## config.mk

```make
export PLATFORM = sky130hd
export DESIGN_NAME = grid_mine_neighbour_count_top_flat
export DESIGN_NICKNAME = d
export VERILOG_FILES = /design/src/rtl/gmnc_pkg.sv /design/src/rtl/gmnc_if.sv /design/src/rtl/grid_mine_neighbour_count_top.sv /design/src/rtl/gmnc_cfg.sv /design/src/rtl/gmnc_scan.sv /design/src/rtl/gmnc_result_fifo.sv /design/src/flat_wrapper.sv
export SDC_FILE = /design/constraint.sdc
export NUM_CORES = 1
export LEC_CHECK = 0
export ABC_AREA = 1
export BUFFER_PORTS_ARGS = -buffer_cell sky130_fd_sc_hd__buf_2
export CAP_MARGIN = 20
export CELL_PAD_IN_SITES_DETAIL_PLACEMENT = 2
export CELL_PAD_IN_SITES_GLOBAL_PLACEMENT = 2
export CORE_MARGIN = 5
export CORE_UTILIZATION = 39
export DETAILED_ROUTE_END_ITERATION = 6
export GPL_TIMING_DRIVEN = 0
export HOLD_SLACK_MARGIN = 0.06
export PLACE_DENSITY = 0.85
export SLEW_MARGIN = 30
export SYNTH_ARGS = -nofsm -noshare
export SYNTH_HDL_FRONTEND = slang
export SYNTH_HIERARCHICAL = 1
export SYNTH_SLANG_ARGS = --single-unit
```

## constraint.sdc

```tcl
create_clock -name clk_i -period 4.4 [get_ports clk_i]
set_input_delay 0.44 -clock clk_i [delete_from_list [all_inputs] [get_ports clk_i]]
set_output_delay 0.44 -clock clk_i [all_outputs]
set_load 0.005 [all_outputs]
```

## src/rtl/gmnc_pkg.sv

```systemverilog
// Shared types, constants and the 3x3 count function for the grid mine
// neighbour count block. No dependencies.
package gmnc_pkg;

  // Default grid limits, handed to the top-level parameters
  localparam int MAX_COLS_DEF = 32;
  localparam int MAX_ROWS_DEF = 32;

  // Configuration port
  localparam int CFG_ADDR_W = 4;
  localparam int CFG_DATA_W = 6;

  localparam logic [CFG_ADDR_W-1:0] REG_ROW_COUNT = CFG_ADDR_W'(0);
  localparam logic [CFG_ADDR_W-1:0] REG_COL_COUNT = CFG_ADDR_W'(1);

  localparam logic [CFG_DATA_W-1:0] ROW_COUNT_RST = CFG_DATA_W'(8);
  localparam logic [CFG_DATA_W-1:0] COL_COUNT_RST = CFG_DATA_W'(10);

  // Result queue
  localparam int FIFO_DEPTH = 8;
  localparam int FIFO_PTR_W = $clog2(FIFO_DEPTH);
  localparam int FIFO_CNT_W = $clog2(FIFO_DEPTH + 1);

  typedef struct packed {
    logic       cell_is_mine;
    logic [3:0] mine_count;
    logic       frame_last;
  } res_t;

  // Up to two results written into the queue in one cycle, in order
  typedef struct packed {
    logic [1:0] n_items;
    res_t       res0;
    res_t       res1;
  } push_t;

  // Column vectors are {bottom, center, top}; the center cell is mid[1].
  function automatic res_t cell_result(input logic [2:0] left, input logic [2:0] mid,
                                       input logic [2:0] right, input logic last);
    res_t       r;
    logic [3:0] sum;
    sum = 4'(left[0]) + 4'(left[1]) + 4'(left[2])
        + 4'(mid[0]) + 4'(mid[2])
        + 4'(right[0]) + 4'(right[1]) + 4'(right[2]);
    r.cell_is_mine = mid[1];
    r.mine_count   = mid[1] ? 4'd0 : sum;
    r.frame_last   = last;
    return r;
  endfunction

endpackage

```

## src/rtl/gmnc_if.sv

```systemverilog
// Valid/ready channel interfaces for the cell input, the result output and
// the configuration write port. Depends on gmnc_pkg.
interface gmnc_in_if;
  logic valid;
  logic ready;
  logic is_mine;

  modport source (output valid, output is_mine, input ready);
  modport sink (input valid, input is_mine, output ready);
endinterface

interface gmnc_out_if;
  logic       valid;
  logic       ready;
  logic       cell_is_mine;
  logic [3:0] mine_count;
  logic       frame_last;

  modport source (output valid, output cell_is_mine, output mine_count,
                  output frame_last, input ready);
  modport sink (input valid, input cell_is_mine, input mine_count,
                input frame_last, output ready);
endinterface

interface gmnc_cfg_if;
  logic                            valid;
  logic                            ready;
  logic [gmnc_pkg::CFG_ADDR_W-1:0] addr;
  logic [gmnc_pkg::CFG_DATA_W-1:0] data;

  modport source (output valid, output addr, output data, input ready);
  modport sink (input valid, input addr, input data, output ready);
endinterface

```

## src/rtl/grid_mine_neighbour_count_top.sv

```systemverilog
// A cell's results pass the input stage register, then the result queue, to the output.
// Throughput: one cell per cycle while the queue has room; it drains one result a cycle.
// At the frame's last cell the final row drains from the column history, one result a
// cycle while the queue is not full: input holds off until the row's last result is queued.
// Reset (async, active low): position, queue and drain clear; 8 rows, 10 columns.
// Top level of the grid mine neighbour count: configuration registers, scan
// datapath and result queue. Depends on gmnc_pkg and the channel interfaces.
module grid_mine_neighbour_count_top #(
  parameter int MAX_COLS = gmnc_pkg::MAX_COLS_DEF,
  parameter int MAX_ROWS = gmnc_pkg::MAX_ROWS_DEF
) (
  input  logic         clk_i,
  input  logic         rst_ni,
  gmnc_cfg_if.sink     cfg_i,
  gmnc_in_if.sink      in_i,
  gmnc_out_if.source   out_o
);
  import gmnc_pkg::*;

  localparam int CW = $clog2(MAX_COLS);
  localparam int RW = (MAX_ROWS > 1) ? $clog2(MAX_ROWS) : 1;

  logic [RW-1:0]         last_row;
  logic [CW-1:0]         last_col;
  logic                  restart;
  logic [FIFO_CNT_W-1:0] fifo_count;
  push_t                 push;
  res_t                  out_res;

  gmnc_cfg #(
    .MAX_COLS (MAX_COLS),
    .MAX_ROWS (MAX_ROWS)
  ) u_cfg (
    .clk_i       (clk_i),
    .rst_ni      (rst_ni),
    .cfg_valid_i (cfg_i.valid),
    .cfg_ready_o (cfg_i.ready),
    .cfg_addr_i  (cfg_i.addr),
    .cfg_data_i  (cfg_i.data),
    .last_row_o  (last_row),
    .last_col_o  (last_col),
    .restart_o   (restart)
  );

  gmnc_scan #(
    .MAX_COLS (MAX_COLS),
    .MAX_ROWS (MAX_ROWS)
  ) u_scan (
    .clk_i        (clk_i),
    .rst_ni       (rst_ni),
    .restart_i    (restart),
    .last_row_i   (last_row),
    .last_col_i   (last_col),
    .in_valid_i   (in_i.valid),
    .in_ready_o   (in_i.ready),
    .is_mine_i    (in_i.is_mine),
    .fifo_count_i (fifo_count),
    .push_o       (push)
  );

  gmnc_result_fifo u_fifo (
    .clk_i       (clk_i),
    .rst_ni      (rst_ni),
    .push_i      (push),
    .out_valid_o (out_o.valid),
    .out_ready_i (out_o.ready),
    .out_res_o   (out_res),
    .count_o     (fifo_count)
  );

  // Unpack the result onto the output channel
  assign out_o.cell_is_mine = out_res.cell_is_mine;
  assign out_o.mine_count   = out_res.mine_count;
  assign out_o.frame_last   = out_res.frame_last;

endmodule

```

## src/rtl/gmnc_cfg.sv

```systemverilog
// Configuration registers (row and column count) with clamped last-row and
// last-column limits and a frame restart pulse. Depends on gmnc_pkg.
module gmnc_cfg #(
  parameter int MAX_COLS = gmnc_pkg::MAX_COLS_DEF,
  parameter int MAX_ROWS = gmnc_pkg::MAX_ROWS_DEF,
  localparam int CW = $clog2(MAX_COLS),
  localparam int RW = (MAX_ROWS > 1) ? $clog2(MAX_ROWS) : 1
) (
  input  logic                            clk_i,
  input  logic                            rst_ni,
  input  logic                            cfg_valid_i,
  output logic                            cfg_ready_o,
  input  logic [gmnc_pkg::CFG_ADDR_W-1:0] cfg_addr_i,
  input  logic [gmnc_pkg::CFG_DATA_W-1:0] cfg_data_i,
  output logic [RW-1:0]                   last_row_o,
  output logic [CW-1:0]                   last_col_o,
  output logic                            restart_o
);
  import gmnc_pkg::*;

  logic [CFG_DATA_W-1:0] row_count_q, row_count_d;
  logic [CFG_DATA_W-1:0] col_count_q, col_count_d;
  logic                  wr_en;

  // Always take a write transaction
  assign cfg_ready_o = 1'b1;
  assign wr_en       = cfg_valid_i && cfg_ready_o;

  // Decode the register index; unknown indexes are dropped
  always_comb begin
    row_count_d = row_count_q;
    col_count_d = col_count_q;
    restart_o   = 1'b0;
    if (wr_en) begin
      case (cfg_addr_i)
        REG_ROW_COUNT: begin
          row_count_d = cfg_data_i;
          restart_o   = 1'b1;
        end
        REG_COL_COUNT: begin
          col_count_d = cfg_data_i;
          restart_o   = 1'b1;
        end
        default: ;
      endcase
    end
  end

  always_ff @(posedge clk_i or negedge rst_ni) begin
    if (!rst_ni) begin
      row_count_q <= ROW_COUNT_RST;
      col_count_q <= COL_COUNT_RST;
    end else begin
      row_count_q <= row_count_d;
      col_count_q <= col_count_d;
    end
  end

  // Clamp rows to 1..MAX_ROWS and columns to 2..MAX_COLS, as last indexes
  always_comb begin
    if (row_count_q == '0) begin
      last_row_o = '0;
    end else if (int'(row_count_q) > MAX_ROWS) begin
      last_row_o = RW'(MAX_ROWS - 1);
    end else begin
      last_row_o = RW'(row_count_q - CFG_DATA_W'(1));
    end
    if (row_count_q == '1 && col_count_q == '1) begin
      last_col_o = CW'(MAX_COLS - 1);
    end else if (col_count_q < CFG_DATA_W'(2)) begin
      last_col_o = CW'(1);
    end else if (int'(col_count_q) > MAX_COLS) begin
      last_col_o = CW'(MAX_COLS - 1);
    end else begin
      last_col_o = CW'(col_count_q - CFG_DATA_W'(1));
    end
  end

endmodule

```

## src/rtl/gmnc_scan.sv

```systemverilog
// Raster scan datapath: position counters, two-row column history, input
// stage, 3x3 window and the final-row drain sequencer. Depends on gmnc_pkg.
module gmnc_scan #(
  parameter int MAX_COLS = gmnc_pkg::MAX_COLS_DEF,
  parameter int MAX_ROWS = gmnc_pkg::MAX_ROWS_DEF,
  localparam int CW = $clog2(MAX_COLS),
  localparam int RW = (MAX_ROWS > 1) ? $clog2(MAX_ROWS) : 1
) (
  input  logic                            clk_i,
  input  logic                            rst_ni,
  input  logic                            restart_i,
  input  logic [RW-1:0]                   last_row_i,
  input  logic [CW-1:0]                   last_col_i,
  input  logic                            in_valid_i,
  output logic                            in_ready_o,
  input  logic                            is_mine_i,
  input  logic [gmnc_pkg::FIFO_CNT_W-1:0] fifo_count_i,
  output gmnc_pkg::push_t                 push_o
);
  import gmnc_pkg::*;

  localparam int PW  = $clog2(MAX_COLS + 1);
  localparam int QW  = FIFO_CNT_W + 1;

  // Position of the next cell
  logic [RW-1:0] row_q;
  logic [CW-1:0] col_q;

  // Per column: {mark of the latest row, mark of the row above it}
  logic [1:0]    hist_q [MAX_COLS];

  // Input stage
  logic          s1_valid_q;
  logic [2:0]    s1_col_q;
  logic          s1_first_q;
  logic          s1_row_end_q;
  logic          s1_above_q;
  logic          s1_frame_end_q;

  // Window columns c-1 and c-2
  logic [2:0]    win1_q, win2_q;

  // Final-row drain
  logic          frame_pending_q;
  logic          drain_q;
  logic [PW-1:0] ptr_q;
  logic [2:0]    dwin1_q, dwin2_q;

  logic          acc;
  logic [CW-1:0] rd_addr;
  logic [1:0]    rd_raw;
  logic [1:0]    above;
  logic          row_end;
  logic          frame_end;
  logic [PW-1:0] cols;
  logic          emit_a, emit_b;
  res_t          res_a, res_b, res_d;
  logic [1:0]    scan_n;
  logic [QW-1:0] room_need;
  logic          drain_at_end;
  logic [2:0]    dcol;
  logic          drain_step;
  logic          drain_emit;

  // Share the history read port between scan and drain
  assign rd_addr   = drain_q ? ptr_q[CW-1:0] : col_q;
  assign rd_raw    = hist_q[rd_addr];
  assign above     = (row_q != '0) ? rd_raw : 2'b00;
  assign row_end   = (col_q == last_col_i);
  assign frame_end = row_end && (row_q == last_row_i);
  assign cols      = PW'(last_col_i) + PW'(1);

  // Results for the registered cell: diagonal up-left, then end of row
  assign emit_a = s1_valid_q && s1_above_q && !s1_first_q;
  assign emit_b = s1_valid_q && s1_above_q && s1_row_end_q;
  assign res_a  = cell_result(win2_q, win1_q, s1_col_q, 1'b0);
  assign res_b  = cell_result(win1_q, s1_col_q, 3'b000, 1'b0);
  assign scan_n = {1'b0, emit_a} + {1'b0, emit_b};

  // Take a cell only if the queue can absorb two more results behind those in flight
  assign room_need  = QW'(fifo_count_i) + QW'(scan_n) + QW'(2);
  assign acc        = in_valid_i && in_ready_o;
  assign in_ready_o = !frame_pending_q && (room_need <= QW'(FIFO_DEPTH));

  // Final-row drain trails the read by a column, one a cycle if the queue has room
  assign drain_at_end = (ptr_q == cols);
  assign dcol         = drain_at_end ? 3'b000 : {1'b0, rd_raw};
  assign drain_step   = drain_q &&
                        ((ptr_q == '0) || (fifo_count_i < FIFO_CNT_W'(FIFO_DEPTH)));
  assign drain_emit   = drain_step && (ptr_q != '0);
  assign res_d        = cell_result(dwin2_q, dwin1_q, dcol, drain_at_end);

  // Select what goes into the result queue this cycle
  always_comb begin
    push_o = '0;
    if (drain_emit) begin
      push_o.n_items = 2'd1;
      push_o.res0    = res_d;
    end else if (emit_a) begin
      push_o.n_items = emit_b ? 2'd2 : 2'd1;
      push_o.res0    = res_a;
      push_o.res1    = res_b;
    end else if (emit_b) begin
      push_o.n_items = 2'd1;
      push_o.res0    = res_b;
    end
  end

  // Control state
  always_ff @(posedge clk_i or negedge rst_ni) begin
    if (!rst_ni) begin
      row_q           <= '0;
      col_q           <= '0;
      s1_valid_q      <= 1'b0;
      win1_q          <= '0;
      win2_q          <= '0;
      frame_pending_q <= 1'b0;
      drain_q         <= 1'b0;
      ptr_q           <= '0;
      dwin1_q         <= '0;
      dwin2_q         <= '0;
    end else begin
      // Advance the raster position
      if (restart_i) begin
        row_q <= '0;
        col_q <= '0;
      end else if (acc) begin
        if (frame_end) begin
          row_q <= '0;
          col_q <= '0;
        end else if (row_end) begin
          row_q <= row_q + RW'(1);
          col_q <= '0;
        end else begin
          col_q <= col_q + CW'(1);
        end
      end

      s1_valid_q <= acc;

      // Hold off input from the frame's last cell until the drain ends
      if (acc && frame_end) begin
        frame_pending_q <= 1'b1;
      end else if (drain_step && drain_at_end) begin
        frame_pending_q <= 1'b0;
      end

      // Shift the window; clear it at each row end
      if (restart_i) begin
        win1_q <= '0;
        win2_q <= '0;
      end else if (s1_valid_q) begin
        if (s1_row_end_q) begin
          win1_q <= '0;
          win2_q <= '0;
        end else begin
          win2_q <= win1_q;
          win1_q <= s1_col_q;
        end
      end

      // Run the drain sequencer
      if (s1_valid_q && s1_frame_end_q) begin
        drain_q <= 1'b1;
        ptr_q   <= '0;
        dwin1_q <= '0;
        dwin2_q <= '0;
      end else if (drain_step) begin
        dwin2_q <= dwin1_q;
        dwin1_q <= dcol;
        ptr_q   <= ptr_q + PW'(1);
        if (drain_at_end) begin
          drain_q <= 1'b0;
        end
      end
    end
  end

  // History write and input stage payload
  always_ff @(posedge clk_i) begin
    if (acc) begin
      hist_q[col_q]  <= {is_mine_i, above[1]};
      s1_col_q       <= {is_mine_i, above};
      s1_first_q     <= (col_q == '0);
      s1_row_end_q   <= row_end;
      s1_above_q     <= (row_q != '0);
      s1_frame_end_q <= frame_end;
    end
  end

  a_col_in_row: assert property (@(posedge clk_i) disable iff (!rst_ni)
    col_q <= last_col_i)
    else $error("column position beyond the last column");

  a_drain_alone: assert property (@(posedge clk_i) disable iff (!rst_ni)
    drain_q |-> (frame_pending_q && !s1_valid_q))
    else $error("drain overlaps scan traffic");

  a_drain_done: assert property (@(posedge clk_i) disable iff (!rst_ni)
    (drain_step && drain_at_end) |=> (!drain_q && !frame_pending_q))
    else $error("drain did not release the input after the last result");

endmodule

```

## src/rtl/gmnc_result_fifo.sv

```systemverilog
// Result queue: takes up to two results a cycle, gives one a cycle to the
// output channel while it is ready. Depends on gmnc_pkg.
module gmnc_result_fifo (
  input  logic                            clk_i,
  input  logic                            rst_ni,
  input  gmnc_pkg::push_t                 push_i,
  output logic                            out_valid_o,
  input  logic                            out_ready_i,
  output gmnc_pkg::res_t                  out_res_o,
  output logic [gmnc_pkg::FIFO_CNT_W-1:0] count_o
);
  import gmnc_pkg::*;

  res_t                  mem_q [FIFO_DEPTH];
  logic [FIFO_PTR_W-1:0] wr_ptr_q, rd_ptr_q;
  logic [FIFO_CNT_W-1:0] count_q, count_d;
  logic                  pop;

  assign out_valid_o = (count_q != '0);
  assign out_res_o   = mem_q[rd_ptr_q];
  assign pop         = out_valid_o && out_ready_i;
  assign count_o     = count_q;
  assign count_d     = count_q + FIFO_CNT_W'(push_i.n_items) - FIFO_CNT_W'(pop);

  // Write storage
  always_ff @(posedge clk_i) begin
    if (push_i.n_items != 2'd0) begin
      mem_q[wr_ptr_q] <= push_i.res0;
    end
    if (push_i.n_items == 2'd2) begin
      mem_q[wr_ptr_q + FIFO_PTR_W'(1)] <= push_i.res1;
    end
  end

  // Advance pointers and occupancy
  always_ff @(posedge clk_i or negedge rst_ni) begin
    if (!rst_ni) begin
      wr_ptr_q <= '0;
      rd_ptr_q <= '0;
      count_q  <= '0;
    end else begin
      wr_ptr_q <= wr_ptr_q + FIFO_PTR_W'(push_i.n_items);
      if (pop) begin
        rd_ptr_q <= rd_ptr_q + FIFO_PTR_W'(1);
      end
      count_q <= count_d;
    end
  end

  a_count_bound: assert property (@(posedge clk_i) disable iff (!rst_ni)
    count_q <= FIFO_CNT_W'(FIFO_DEPTH))
    else $error("result queue occupancy out of range");

  a_no_overflow: assert property (@(posedge clk_i) disable iff (!rst_ni)
    (FIFO_CNT_W'(count_q) + FIFO_CNT_W'(push_i.n_items)) <= FIFO_CNT_W'(FIFO_DEPTH))
    else $error("result queue written while full");

  a_pop_only: assert property (@(posedge clk_i) disable iff (!rst_ni)
    (pop && push_i.n_items == 2'd0) |=> (count_q == $past(count_q) - FIFO_CNT_W'(1)))
    else $error("result queue occupancy did not drop on a pop");

endmodule

```

## src/flat_wrapper.sv

```systemverilog
// flat-port wrapper written by rule: the top's interface ports become plain ports
module grid_mine_neighbour_count_top_flat import gmnc_pkg::*;
#(
  parameter int MAX_COLS = gmnc_pkg::MAX_COLS_DEF,
  parameter int MAX_ROWS = gmnc_pkg::MAX_ROWS_DEF
)
  (clk_i, rst_ni, cfg_i_valid, cfg_i_addr, cfg_i_data, cfg_i_ready, in_i_valid, in_i_is_mine, in_i_ready, out_o_valid, out_o_cell_is_mine, out_o_mine_count, out_o_frame_last, out_o_ready);
  gmnc_cfg_if cfg_i_i ();
  gmnc_in_if in_i_i ();
  gmnc_out_if out_o_i ();
  input  logic clk_i;
  input  logic rst_ni;
  input wire logic [$bits(cfg_i_i.valid)-1:0] cfg_i_valid;
  input wire logic [$bits(cfg_i_i.addr)-1:0] cfg_i_addr;
  input wire logic [$bits(cfg_i_i.data)-1:0] cfg_i_data;
  output wire logic [$bits(cfg_i_i.ready)-1:0] cfg_i_ready;
  input wire logic [$bits(in_i_i.valid)-1:0] in_i_valid;
  input wire logic [$bits(in_i_i.is_mine)-1:0] in_i_is_mine;
  output wire logic [$bits(in_i_i.ready)-1:0] in_i_ready;
  output wire logic [$bits(out_o_i.valid)-1:0] out_o_valid;
  output wire logic [$bits(out_o_i.cell_is_mine)-1:0] out_o_cell_is_mine;
  output wire logic [$bits(out_o_i.mine_count)-1:0] out_o_mine_count;
  output wire logic [$bits(out_o_i.frame_last)-1:0] out_o_frame_last;
  input wire logic [$bits(out_o_i.ready)-1:0] out_o_ready;
  assign cfg_i_i.valid = cfg_i_valid;
  assign cfg_i_i.addr = cfg_i_addr;
  assign cfg_i_i.data = cfg_i_data;
  assign cfg_i_ready = cfg_i_i.ready;
  assign in_i_i.valid = in_i_valid;
  assign in_i_i.is_mine = in_i_is_mine;
  assign in_i_ready = in_i_i.ready;
  assign out_o_valid = out_o_i.valid;
  assign out_o_cell_is_mine = out_o_i.cell_is_mine;
  assign out_o_mine_count = out_o_i.mine_count;
  assign out_o_frame_last = out_o_i.frame_last;
  assign out_o_i.ready = out_o_ready;
  grid_mine_neighbour_count_top #(.MAX_COLS(MAX_COLS), .MAX_ROWS(MAX_ROWS)) u_core (.clk_i(clk_i), .rst_ni(rst_ni), .cfg_i(cfg_i_i), .in_i(in_i_i), .out_o(out_o_i));
endmodule
```

# --- Yosys cells after proc, flatten, opt, wreduce, memory -nomap -nowiden ---
# Memory sizes are Yosys's and may differ from the RTL's.
# Cells that the tools add are included.
word_totals:
  ff_bits: 60
  ram_bits: 112
  word_cells: 152
  memories: 2
mem_list:
  columns: ["name", "words", "word_bits", "read_ports", "rd_clocked_by_memory_dff", "write_ports", "line", "text"]
  rows:
  - ["u_core.u_scan.hist_q", 32, 2, 1, 0, 1, "gmnc_scan.sv:30", "logic [1:0] hist_q [MAX_COLS];"]
  - ["u_core.u_fifo.mem_q", 8, 6, 1, 0, 2, "gmnc_result_fifo.sv:14", "res_t mem_q [FIFO_DEPTH];"]
op_classes:
  addsub: 32
  order_cmp: 5
  n_eq_ne: 7
  mux: 50
  n_reduce_logical: 35
op_table:
  columns: ["op", "n"]
  rows:
  - ["two-way mux 5 bit", 14]
  - ["adder 4 x 1 -> 4 bit", 8]
  - ["two-way mux 3 bit", 10]
  - ["two-way mux 6 bit", 4]
  - ["two-way mux 8 bit", 2]
  - ["logical AND 1 bit", 13]
  - ["two-way mux 1 bit", 13]
  - ["adder 3 x 1 -> 4 bit", 3]
  - ["== test 6 bit (second input constant)", 2]
  - ["greater-than comparator 6 bit (second input constant)", 2]
  - ["logical NOT 6 bit", 2]
  - ["two-way mux 4 bit", 3]
  - ["nonzero test 2 bit", 6]
  - ["adder 5 x 1 -> 5 bit (second input constant)", 2]
  - ["== test 5 bit", 2]
  - ["subtractor 5 x 1 -> 5 bit (second input constant)", 2]
  - ["adder 2 x 1 -> 3 bit", 3]
  - ["adder 1 x 1 -> 2 bit", 4]
  - ["AND reduction 2 bit", 4]
  - ["two-way mux 7 bit", 1]
  - ["adder 3 x 1 -> 3 bit (second input constant)", 2]
  - ["adder 5 x 1 -> 6 bit (second input constant)", 1]
  - ["adder 6 x 1 -> 6 bit (second input constant)", 1]
  - ["== test 6 bit", 1]
  - ["other kinds (21)", 24]

# --- Depth between registers and ports, before layout ---
# Gate-level depths: netlist (run 1).
depth:
  ltp_word: 15
  depth_mapped: 23

# --- By module ---
# Netlist (run 1), hierarchy kept.
by_module_without_submodules:
  columns: ["module", "instances", "cells_each", "area_per_inst_um2"]
  rows:
  - ["gmnc_scan", 1, 610, 5540.3]
  - ["gmnc_result_fifo", 1, 466, 3568.4]
  - ["gmnc_cfg", 1, 108, 794.5]

# --- Worst setup path after synthesis (run 1) ---
# Ideal clock, no wire load.
synth_timing:
  path_kind: "register to register"
  startpoint: "reg u_core.u_cfg.col_count_q[1]"
  endpoint: "mem u_core/u_fifo/mem_q[0][2] in the netlist's numbering, data pin"
  setup_ns: 0.253
  arrival_ns: 3.554
  required_time_ns: 4.147
  slack_ns: 0.592
  path_stages_with_launch: 21
  n_path_buf: 1
  synth_period_minus_slack_ns: 3.808
  path_cell_list: "dfstp_2 -> inv_1 -> ha_1 -> a21oi_1 -> ha_1 -> nand2_1 -> nor2_1 -> xor2_1 -> nor2_1 -> nor3_1 -> nand2_1 -> nand3_1 -> fa_1 -> fa_1 -> inv_1 -> ha_1 -> nand2_1 -> o21ai_0 -> buf_1 -> nand2_1 -> nand2_1"
synth_rtl:
  columns: ["item", "line", "text"]
  rows:
  - ["start, declared", "gmnc_cfg.sv:22", "logic [CFG_DATA_W-1:0] col_count_q, col_count_d;"]
  - ["start signal, assigned", "gmnc_cfg.sv:55", "col_count_q <= col_count_d;"]
  - ["end, declared", "gmnc_result_fifo.sv:14", null]

==> results of run 1 <==
[worst max-delay path: cells and delay by family (launching register included)]
kind | cells | cell delay [ns]
AO/OA/AOI/OAI | 2 | 0.26
XOR/XNOR | 1 | 0.20
adder cells (fa/ha/maj) | 5 | 1.64
buffers and inverters | 3 | 0.32
flip-flops | 1 | 0.57
AND/OR/NAND/NOR | 9 | 1.00
[through the flow]
stage	TNS (ns)	instances	cell area (µm²)	worst slack (ns)	utilization [%]
4_1_cts	0	1573	11130	0.02049	44.34
5_1_grt	-0.1410	1577	11200	-0.04721	44.62
2_1_floorplan	0	1185	9907	0.5924	-
3_3_place_gp	0	1538	10440	0.03023	41.56
3_5_place_dp	-2.568	1539	10480	-0.1571	41.72
6_report	0	1577	11200	0.1394	44.62
[metal layers]
metal	up-vias	global-route usage, %	routed length (µm)
li1	3922	-	-
met1	4262	27.35	13340
met2	186	43.40	17760
met3	67	3.587	996
met4	0	6.090	709
met5	-	0	0
[worst max path at each step]
| stage | end | start | cells after the start |
|---|---|---|---|
| floorplan | u_core/u_fifo/mem_q[0][2] | u_core/u_cfg/col_count_q[1] | 20 |
| global placement | u_core/u_fifo/mem_q[4][2] | u_core/u_cfg/col_count_q[1] | 20 |
| detailed placement | u_core/u_fifo/mem_q[2][2] | u_core/u_cfg/col_count_q[1] | 20 |
| CTS | u_core/u_fifo/mem_q[6][2] | u_core/u_cfg/col_count_q[1] | 20 |
| global route | u_core/u_fifo/mem_q[6][2] | u_core/u_cfg/col_count_q[1] | 20 |
| finish | u_core/u_fifo/mem_q[6][2] | u_core/u_cfg/col_count_q[1] | 20 |
[layout make-up]
type                       count  area, µm²
buffer                        52      299.0
clock buffer                  17      425.4
clock inverter                15      195.2
fill                        2857      13900
inverter                     192      724.4
multi-input combinational    771       4104
sequential                   170       4853
tap                          330      412.9
timing repair buffer          30      190.2
[repair_timing]
| action | in CTS | in global routing |
|---|---|---|
| endpoints found under the setup margin | 24 | 55 |
| gates resized for setup | 8 | 12 |
| buffers inserted | 2 | 4 |
| pin swaps | 1 | 2 |
[cells in the final DEF (no fill, tap or decap), types with 2 or more instances in the layout]
master                      Yosys  final
sky130_fd_sc_hd__nor3_2         1      2
sky130_fd_sc_hd__xnor2_1       11     11
sky130_fd_sc_hd__fa_1          11     11
sky130_fd_sc_hd__a21oi_1       13      8
sky130_fd_sc_hd__nand3b_1       4      4
sky130_fd_sc_hd__dfstp_2        3      3
sky130_fd_sc_hd__buf_6          5      5
sky130_fd_sc_hd__conb_1         2      3
sky130_fd_sc_hd__buf_2         18     42
sky130_fd_sc_hd__o21ai_0       32     30
sky130_fd_sc_hd__a21oi_4        0      2
sky130_fd_sc_hd__clkbuf_16      0     17
sky130_fd_sc_hd__nor2_2         2      4
sky130_fd_sc_hd__clkinv_8       0      4
sky130_fd_sc_hd__o22ai_1        9      9
sky130_fd_sc_hd__o21ai_1        7      9
sky130_fd_sc_hd__a21oi_2        0      3
sky130_fd_sc_hd__inv_8          0      5
sky130_fd_sc_hd__o31ai_1        2      2
sky130_fd_sc_hd__clkinv_4       0      2
sky130_fd_sc_hd__nand2_4        3      3
sky130_fd_sc_hd__nand3_1      137    137
sky130_fd_sc_hd__nand3_2        5      5
sky130_fd_sc_hd__inv_1        186    185
sky130_fd_sc_hd__nor3_1         8      7
sky130_fd_sc_hd__nand2_1      342    340
sky130_fd_sc_hd__buf_4          7     14
sky130_fd_sc_hd__nor2_1        62     60
sky130_fd_sc_hd__nand2_2        6      8
sky130_fd_sc_hd__o21ai_2        9      9
sky130_fd_sc_hd__nand4_1       52     52
sky130_fd_sc_hd__buf_1         15     12
sky130_fd_sc_hd__inv_2          5      5
sky130_fd_sc_hd__ha_1          28     27
sky130_fd_sc_hd__xor2_1        18     17
sky130_fd_sc_hd__dfrtp_1       48     48
sky130_fd_sc_hd__inv_6          0      3
sky130_fd_sc_hd__edfxtp_1     119    119
sky130_fd_sc_hd__clkbuf_1       6      6
[logic make-up (layout without fill, tap and decap cells)]
group,Yosys count,in the layout,synth area share (%)
fa+ha+maj,39,39,5.761
xor+xnor,29,29,2.565
compound gates,75,75,4.460
simple gates,625,625,27.90
buf+inv,244,306,10.23
flops,170,170,49.01
other cells,2,3,0.07583
[report_power, final]
group          internal, mW  switching, mW  leakage (nW)
combinational         0.482          0.861          3.26
sequential             1.80         0.0726          1.65
clock                 0.826          0.762         0.303
total                  3.11           1.70          5.21
[sequential cells by signal, indices dropped and copies added, names as in the netlist]
register,cells
u_core/u_scan/hist_q,64
u_core/u_fifo/count_o,4
u_core/u_scan/win2_q,3
u_core/u_scan/ptr_q,6
u_core/u_scan/s1_row_end_q,1
u_core/u_scan/win1_q,3
u_core/u_fifo/rd_ptr_q,3
u_core/u_scan/row_q,5
u_core/u_scan/s1_above_q,1
u_core/u_scan/s1_frame_end_q,1
u_core/u_scan/frame_pending_q,1
u_core/u_scan/dwin2_q,2
u_core/u_fifo/wr_ptr_q,3
u_core/u_cfg/row_count_q,6
u_core/u_scan/col_q,5
u_core/u_scan/s1_valid_q,1
u_core/u_scan/s1_col_q,3
u_core/u_scan/s1_first_q,1
u_core/u_scan/dwin1_q,2
u_core/u_cfg/col_count_q,6
u_core/u_scan/drain_q,1
u_core/u_fifo/mem_q,48
==> summary.md, run 1 <==
The worst path in the final design needs a cycle of 4.261 ns, including I/O delays and setup. Final hold violation count: 0. The highest cell delay on the worst timing path was 0.57 ns. The final weighted congestion in routability-driven placement was 0.7979.

The peak clock frequency supported by timing is 234.7 MHz, and the actual transition at the worst max-transition pin is 0.9396 ns. The most prevalent standard cell on the critical path was sky130_fd_sc_hd__nand2_1. Yosys mapped the design onto 40 distinct sky130hd cell types. After floorplanning, the core was divided into 58 placement rows. In this run the count of I/O pins placed on the die edge is 25.

In this run, synthesis produced a sequential element count of 170. Ranked by total cell area, the synthesized netlist is headed by sky130_fd_sc_hd__edfxtp_1 (36%), sky130_fd_sc_hd__nand2_1 (13%), sky130_fd_sc_hd__dfrtp_1 (12%), sky130_fd_sc_hd__inv_1 (7.0%), sky130_fd_sc_hd__nand3_1 (6.9%). Data arrives at the worst endpoint at 4.45 ns.

The number of violations reported at the end of detailed-routing iteration 0 was 424; the ratio of final minimum period to clock period was 96.83%. The run gives 1,184 as the number of instances in the synthesized netlist. The number of antenna violations at the first check in global routing is 0. The count of port buffers added during placement was 23.

Buffer cell driving the clock tree root: sky130_fd_sc_hd__clkbuf_16. After synthesis, the share of flip-flops with an asynchronous set or reset is 30.00%. After synthesis, flip-flops and latches occupy 49.01% of the total area. Clock tree synthesis inserted a total of 17 buffers. The first global-routing pass estimated 51,870 µm of wire.

The tools report the global-route usage over all layers as 23.07%. The static leakage is 5.213 nW. The total wire length after detailed routing was 32,810 µm; the clock latency on the worst-skew pair was 0.44 ns.

The number of pins with negative max-slew slack in the final report was 0; the die outline height was 169.4 µm. Using the TritonRoute via totals, the vias-per-cell ratio works out to 5.350. For the H-tree level count, the log shows 4. 0 antenna diodes ended up in the layout.

The worst-case clock buffer depth is 2. The logs give 0.02868 mm² for the area enclosed by the die boundary and 4.59 ns for the data required time of the worst path. The setup violation total in the final timing report was 0; the number of routed nets with antenna violations was 0. The total power of the final layout was 4.809 mW.

TritonCTS built the clock tree. For this configuration, the core starts out at a cell density of 39.44%. The cell area that synthesis handed to floorplanning was 0.009903 mm². The total power density per cell area came out at 429.2 mW/mm². For this run, the detailed router's first-pass iteration total came to 6. The flow ran to the end, and the final reports show no timing, DRC or antenna violations.

Area growth from synthesis to layout: 13.14%. Final worst hold slack: 0.04438 ns. Entering global routing, the biggest net connects 52 pins. After floorplanning, the core was sized to cover 0.02511 mm². The fraction of layout instances using a drive strength above 1 is 11.71%, and the worst clock skew is 0.009519 ns. Cell type with the highest aggregate area in the netlist: sky130_fd_sc_hd__edfxtp_1. For the worst flop-to-flop path, the logic depth is 20. In this run the worst path has a maximum fanout of 8. The tools report the half-perimeter wire length after placement as 22,600 µm.

STA classifies the critical path startpoint as a register. Across the run, the number of max-cap violations was 0. Across all register-to-register paths, the minimum setup slack is 0.14 ns. The synthesized design contains 119 enable-type register cells. The commonest cells after synthesis are sky130_fd_sc_hd__nand2_1 (342), sky130_fd_sc_hd__inv_1 (186), sky130_fd_sc_hd__nand3_1 (137), sky130_fd_sc_hd__edfxtp_1 (119), sky130_fd_sc_hd__nor2_1 (62).

The final route contains 8,437 vias. The worst setup path is captured at a register. IR analysis of the VDD net gives a maximum drop of 0.0002581 V.

The critical path goes through inv_1, ha_1, a21oi_4, ha_2, nand2_1, nor2_2, xor2_2, nor2_1, nor3_2, nand2_2, nand3_1, fa_1, fa_1, inv_1, ha_1, nand2_1, o21ai_0, clkbuf_4, nand2_1, nand2_1. The class of the tightest hold or removal check is primary input to asynchronous set/reset pin. The library cell with the highest instance count after synthesis was sky130_fd_sc_hd__nand2_1.

For the number of remaining DRC errors, the log shows 0. The yosys synthesis warning count is 6, and the clock-pin slew reported for the worst setup and hold paths after clock tree synthesis is 0.08 ns. Highest-delay cell along the critical path: sky130_fd_sc_hd__dfstp_2.

The endpoint of the most critical register-to-register path was u_core/u_fifo/mem_q[6][2]. In this run the mean area of a mapped cell was 8.364 µm². Dividing the detail-routed wire length by the instance count gives 20.80 µm.

Summed over all layers, the global routing overflow is 0. The most used flip-flop cell after synthesis is sky130_fd_sc_hd__edfxtp_1. The net count reported at finish was 1,289. The number of hold buffers added after CTS was 0. The run gives 36.70% as the worst-case headroom to the max-slew limit.

For the number of global-route vias before repair, the log shows 9,406. The critical path is of the register to register type. The horizontal die dimension is 169.4 µm. The origin of the critical flop-to-flop path was u_core/u_cfg/col_count_q[1].

The area share of the largest cell type after synthesis is 36.08%, and the number of sinks driven by the clock tree is 170.
No activity file was read; power rests on OpenSTA's default activity.
==> inputs of run 2 (changes only) <==
--- a/config.mk
+++ b/config.mk
@@ -13,7 +13,6 @@
 export CORE_MARGIN = 5
 export CORE_UTILIZATION = 39
 export DETAILED_ROUTE_END_ITERATION = 6
-export GPL_TIMING_DRIVEN = 0
 export HOLD_SLACK_MARGIN = 0.06
 export PLACE_DENSITY = 0.85
 export SLEW_MARGIN = 30
==> run 2 against run 1 <==
Effect of this change: cell area decreased by 1.7%; register-to-register slack improved by 0.17 ns; cell count decreased by 1.8%; first-iteration DRC count decreased by 26%; critical path depth unchanged; clock skew increased by 0.0055 ns; power decreased by 3.0%; worst hold slack improved by 0.079 ns; clock-buffer cell count unchanged; critical path type unchanged; largest cell class unchanged; largest power group unchanged.
==> summary.md, run 2 (synthesis gave the netlist of run 1 again) <==
STA classifies the critical path startpoint as a register. The mean routed wirelength per cell is 20.64 µm (-0.79%), and the number of remaining DRC errors is 0 (unchanged). Switching portion of total power: 35.56% (+0.29 points). Counting stages on the worst path, the most repeated cell is sky130_fd_sc_hd__nand2_1. Worst setup margin: 0.3112 ns (+0.1718 ns).

The worst hold path belongs to the class primary input to asynchronous set/reset pin. By startpoint and endpoint, the worst setup path is classified as register to register. For the setup total negative slack, the log shows 0 ns (unchanged).

Number of sinks driven by the clock tree: 170 (unchanged). The number of pins with negative max-slew slack in the final report is 0 (unchanged). The count of port buffers added during placement was 23 (unchanged); the horizontal die dimension was 169.4 µm (unchanged). The cell-internal power is 3.005 mW (-3.5%), and the largest voltage drop on the vdd net is 0.0002523 V (-2.2%). The count of hold-fix buffers inserted at cts came out at 0 (unchanged). Number of global-route vias before repair: 9,375 (-0.33%). Data required time of the worst path: 4.70 ns (+0.11 ns). The setup slack on the worst flop-to-flop path is 0.31 ns (+0.17 ns).

The logs give 0 (unchanged) for the max-cap check violation count and 43.88% (-0.74 points) for the final core area utilization. The count of buffering cells on the critical path with inverters included came out at 2 (-1). The worst-case clock buffer depth is 2 (unchanged), and the via density per instance is 5.357 (+0.13%).

The run gives 1.658 mW (-2.2%) as the power spent charging and discharging nets. The H-tree level count was 4 (unchanged). The tools report the clock network fraction of design power as 33.4% (+0.4 points). In the layout the commonest cells are sky130_fd_sc_hd__nand2_1 (341), sky130_fd_sc_hd__inv_1 (186), sky130_fd_sc_hd__nand3_1 (137). The cell sitting at the root of the clock tree is a sky130_fd_sc_hd__clkbuf_16. The logs give 0.004061 mm² (-1.0%) for the area used by multi-input combinational logic and 4.39 ns (-0.06 ns) for the worst endpoint data arrival time. The tools report the number of fill cells in the layout as 2,777 (-2.8%).

Number of antenna cells inserted: 0 (unchanged). The number of antenna violations at the first check in global routing is 0 (unchanged). The half-perimeter wire length after placement is 22,580 µm (about the same), and the first-pass GRT wire length is 51,090 µm (-1.5%). Actual transition at the worst max-transition pin: 0.9328 ns (-0.006764 ns).

The tools report the peak clock frequency supported by timing as 244.6 MHz (+4.2%). The largest registers in the layout are u_core/u_scan/hist_q: 64 flops, u_core/u_fifo/mem_q: 48 flops. Global-route usage over all layers: 22.70% (-0.37 points). The run gives 0.004853 mm² (unchanged) as the flip-flop and latch area. The final hold violation count was 0 (unchanged); the final global-route overflow total was 0 (unchanged). The tools report the starting density of the core as 39.44% (unchanged).

The total power density per cell area came out at 423.2 mW/mm² (-1.4%). Number of violations reported at the end of detailed-routing iteration 0: 313 (-26%). The fraction of layout instances using a drive strength above 1 was 10.58% (-1.1 points). The highest-delay cell along the critical path was sky130_fd_sc_hd__fa_1. The number of placement rows was 58 (unchanged). The signal on the critical path passes through nor2_2, and3_2, nand3b_1, ha_1, nand2_1, nor2_1, xor2_1, nor2_1, nor3_1, nand2_1, nand3_1, fa_1, fa_1, inv_1, ha_1, nand2_1, o21ai_0, buf_4, nand2_1, nand2_1. The worst clock skew is 0.01503 ns (+0.005508 ns). Die outline height: 169.4 µm (unchanged). The worst setup path is captured at a register. The tools report the first-pass iteration count of the detailed router as 5 (-1). The ratio of final minimum period to clock period was 92.93% (-3.9 points); the clock buffer count from CTS was 17 (unchanged). The setup violation total in the final timing report is 0 (unchanged), and the pin count of the biggest net entering global routing is 52 (unchanged). The fraction of power consumed by sequential logic came out at 40.9% (+1.9 points). The cell family contributing the most delay on the critical path is simple AND/OR/NAND/NOR gates. The run finished with clean final reports.

Final critical delay including setup and external delays: 4.089 ns (-0.1718 ns). The clock-pin slew reported for the worst setup and hold paths after clock tree synthesis is 0.08 ns (about the same). More flip-flops sit in one register than any other, and that register is u_core/u_scan/hist_q. The static leakage is 5.142 nW (-1.4%), and the area growth from synthesis to layout is 11.26%. For the worst-case headroom to the max-slew limit, the log shows 37.39% (+0.70 points). The top fanout value on the critical path was 8 (unchanged).

The number of flip-flops under the largest register name is 64 (unchanged). The logs give 1,261 (-2.2%) for the net count reported at finish and 25.7% (-2.2 points) for the share of power burned in combinational logic. The total number of vias is 8,298 (-1.6%). TritonCTS built the clock tree. The logs give 0.8393 (+5.2%) for the final weighted congestion in routability-driven placement and 0.02511 mm² (unchanged) for the core area.

The highest cell delay on the worst timing path was 0.45 ns (-0.12 ns); the number of routed nets with antenna violations was 0 (unchanged). For the area enclosed by the die boundary, the log shows 0.02868 mm² (unchanged). Number of I/O pins: 25 (unchanged). The clock latency on the worst-skew pair was 0.44 ns (about the same); the total wire length after detailed routing was 31,970 µm (-2.6%). Leaving out fill and tap cells, the most frequent cell in the layout is sky130_fd_sc_hd__nand2_1. The tools report the pre-CTS setup slack as -0.06029 ns (+0.09680 ns).
[run 2: cell count changes in the layout (fill, tap and decap cells not counted), sizes merged]
cell,previous run,this run
buf,75,54
clkbuf,24,17
inv,198,200
clkinvlp,1,0
bufinv,1,0
[run 2: timing repair]
action | 4_1_cts | 5_1_grt
gates resized for setup | 1 | 6
setup endpoints to repair | 8 | 16
buffers inserted | 0 | 2
pin swaps | 0 | 1
[run 2: layout make-up]
cell class                 instances  share of cell area [%]
sequential                       170                   44.05
multi-input combinational        771                   36.86
inverter                         192                   6.541
tap                              330                   3.747
clock buffer                      17                   3.861
timing repair buffer              54                   3.270
clock inverter                    15                   1.669
[run 2: through the flow]
step | total power, mW | instances | instance area (µm²) | hold WS (ns)
floorplan | 2.713 | 1185 | 9907 | 0.1444
global placement | 3.033 | 1515 | 10380 | 0.4649
detailed placement | 3.125 | 1515 | 10380 | 0.4797
CTS | 4.703 | 1547 | 10990 | 0.1476
global route | 4.928 | 1549 | 11020 | 0.1978
finish | 4.663 | 1549 | 11020 | 0.1233
[run 2: worst paths after layout]
| kind | startpoint | end | cells after the start |
|---|---|---|---|
| worst max-delay path | u_core/u_cfg/col_count_q[2] | u_core/u_fifo/mem_q[1][3] | 20 |
| max in group asynchronous | rst_ni | u_core/u_scan/dwin2_q[1] | 2 |
| worst min register to register | u_core/u_cfg/row_count_q[1] | u_core/u_cfg/row_count_q[1] | 2 |
| min in group clk_i | cfg_i_data[3] | u_core/u_cfg/col_count_q[3] | 3 |
| worst min-delay path | rst_ni | u_core/u_cfg/row_count_q[4] | 2 |
| worst max register to register | u_core/u_cfg/col_count_q[2] | u_core/u_fifo/mem_q[1][3] | 20 |
[run 2: power groups by stage]
| stage | clock [mW] | combinational [mW] | sequential [mW] |
|---|---|---|---|
| 4_1_cts | 1.60 | 1.20 | 1.91 |
| 3_3_place_gp | 0 | 1.10 | 1.94 |
| 3_5_place_dp | 0 | 1.18 | 1.94 |
| 6_report | 1.56 | 1.20 | 1.91 |
| 2_1_floorplan | 0 | 0.829 | 1.88 |
| 5_1_grt | 1.66 | 1.34 | 1.92 |
[run 2: routing by layer]
layer,vias up,global-route usage [%],wire [µm]
met5,-,0,0
met2,118,43.74,17660
met3,51,2.306,686
met1,4252,25.98,12810
li1,3877,-,-
met4,0,7.875,812
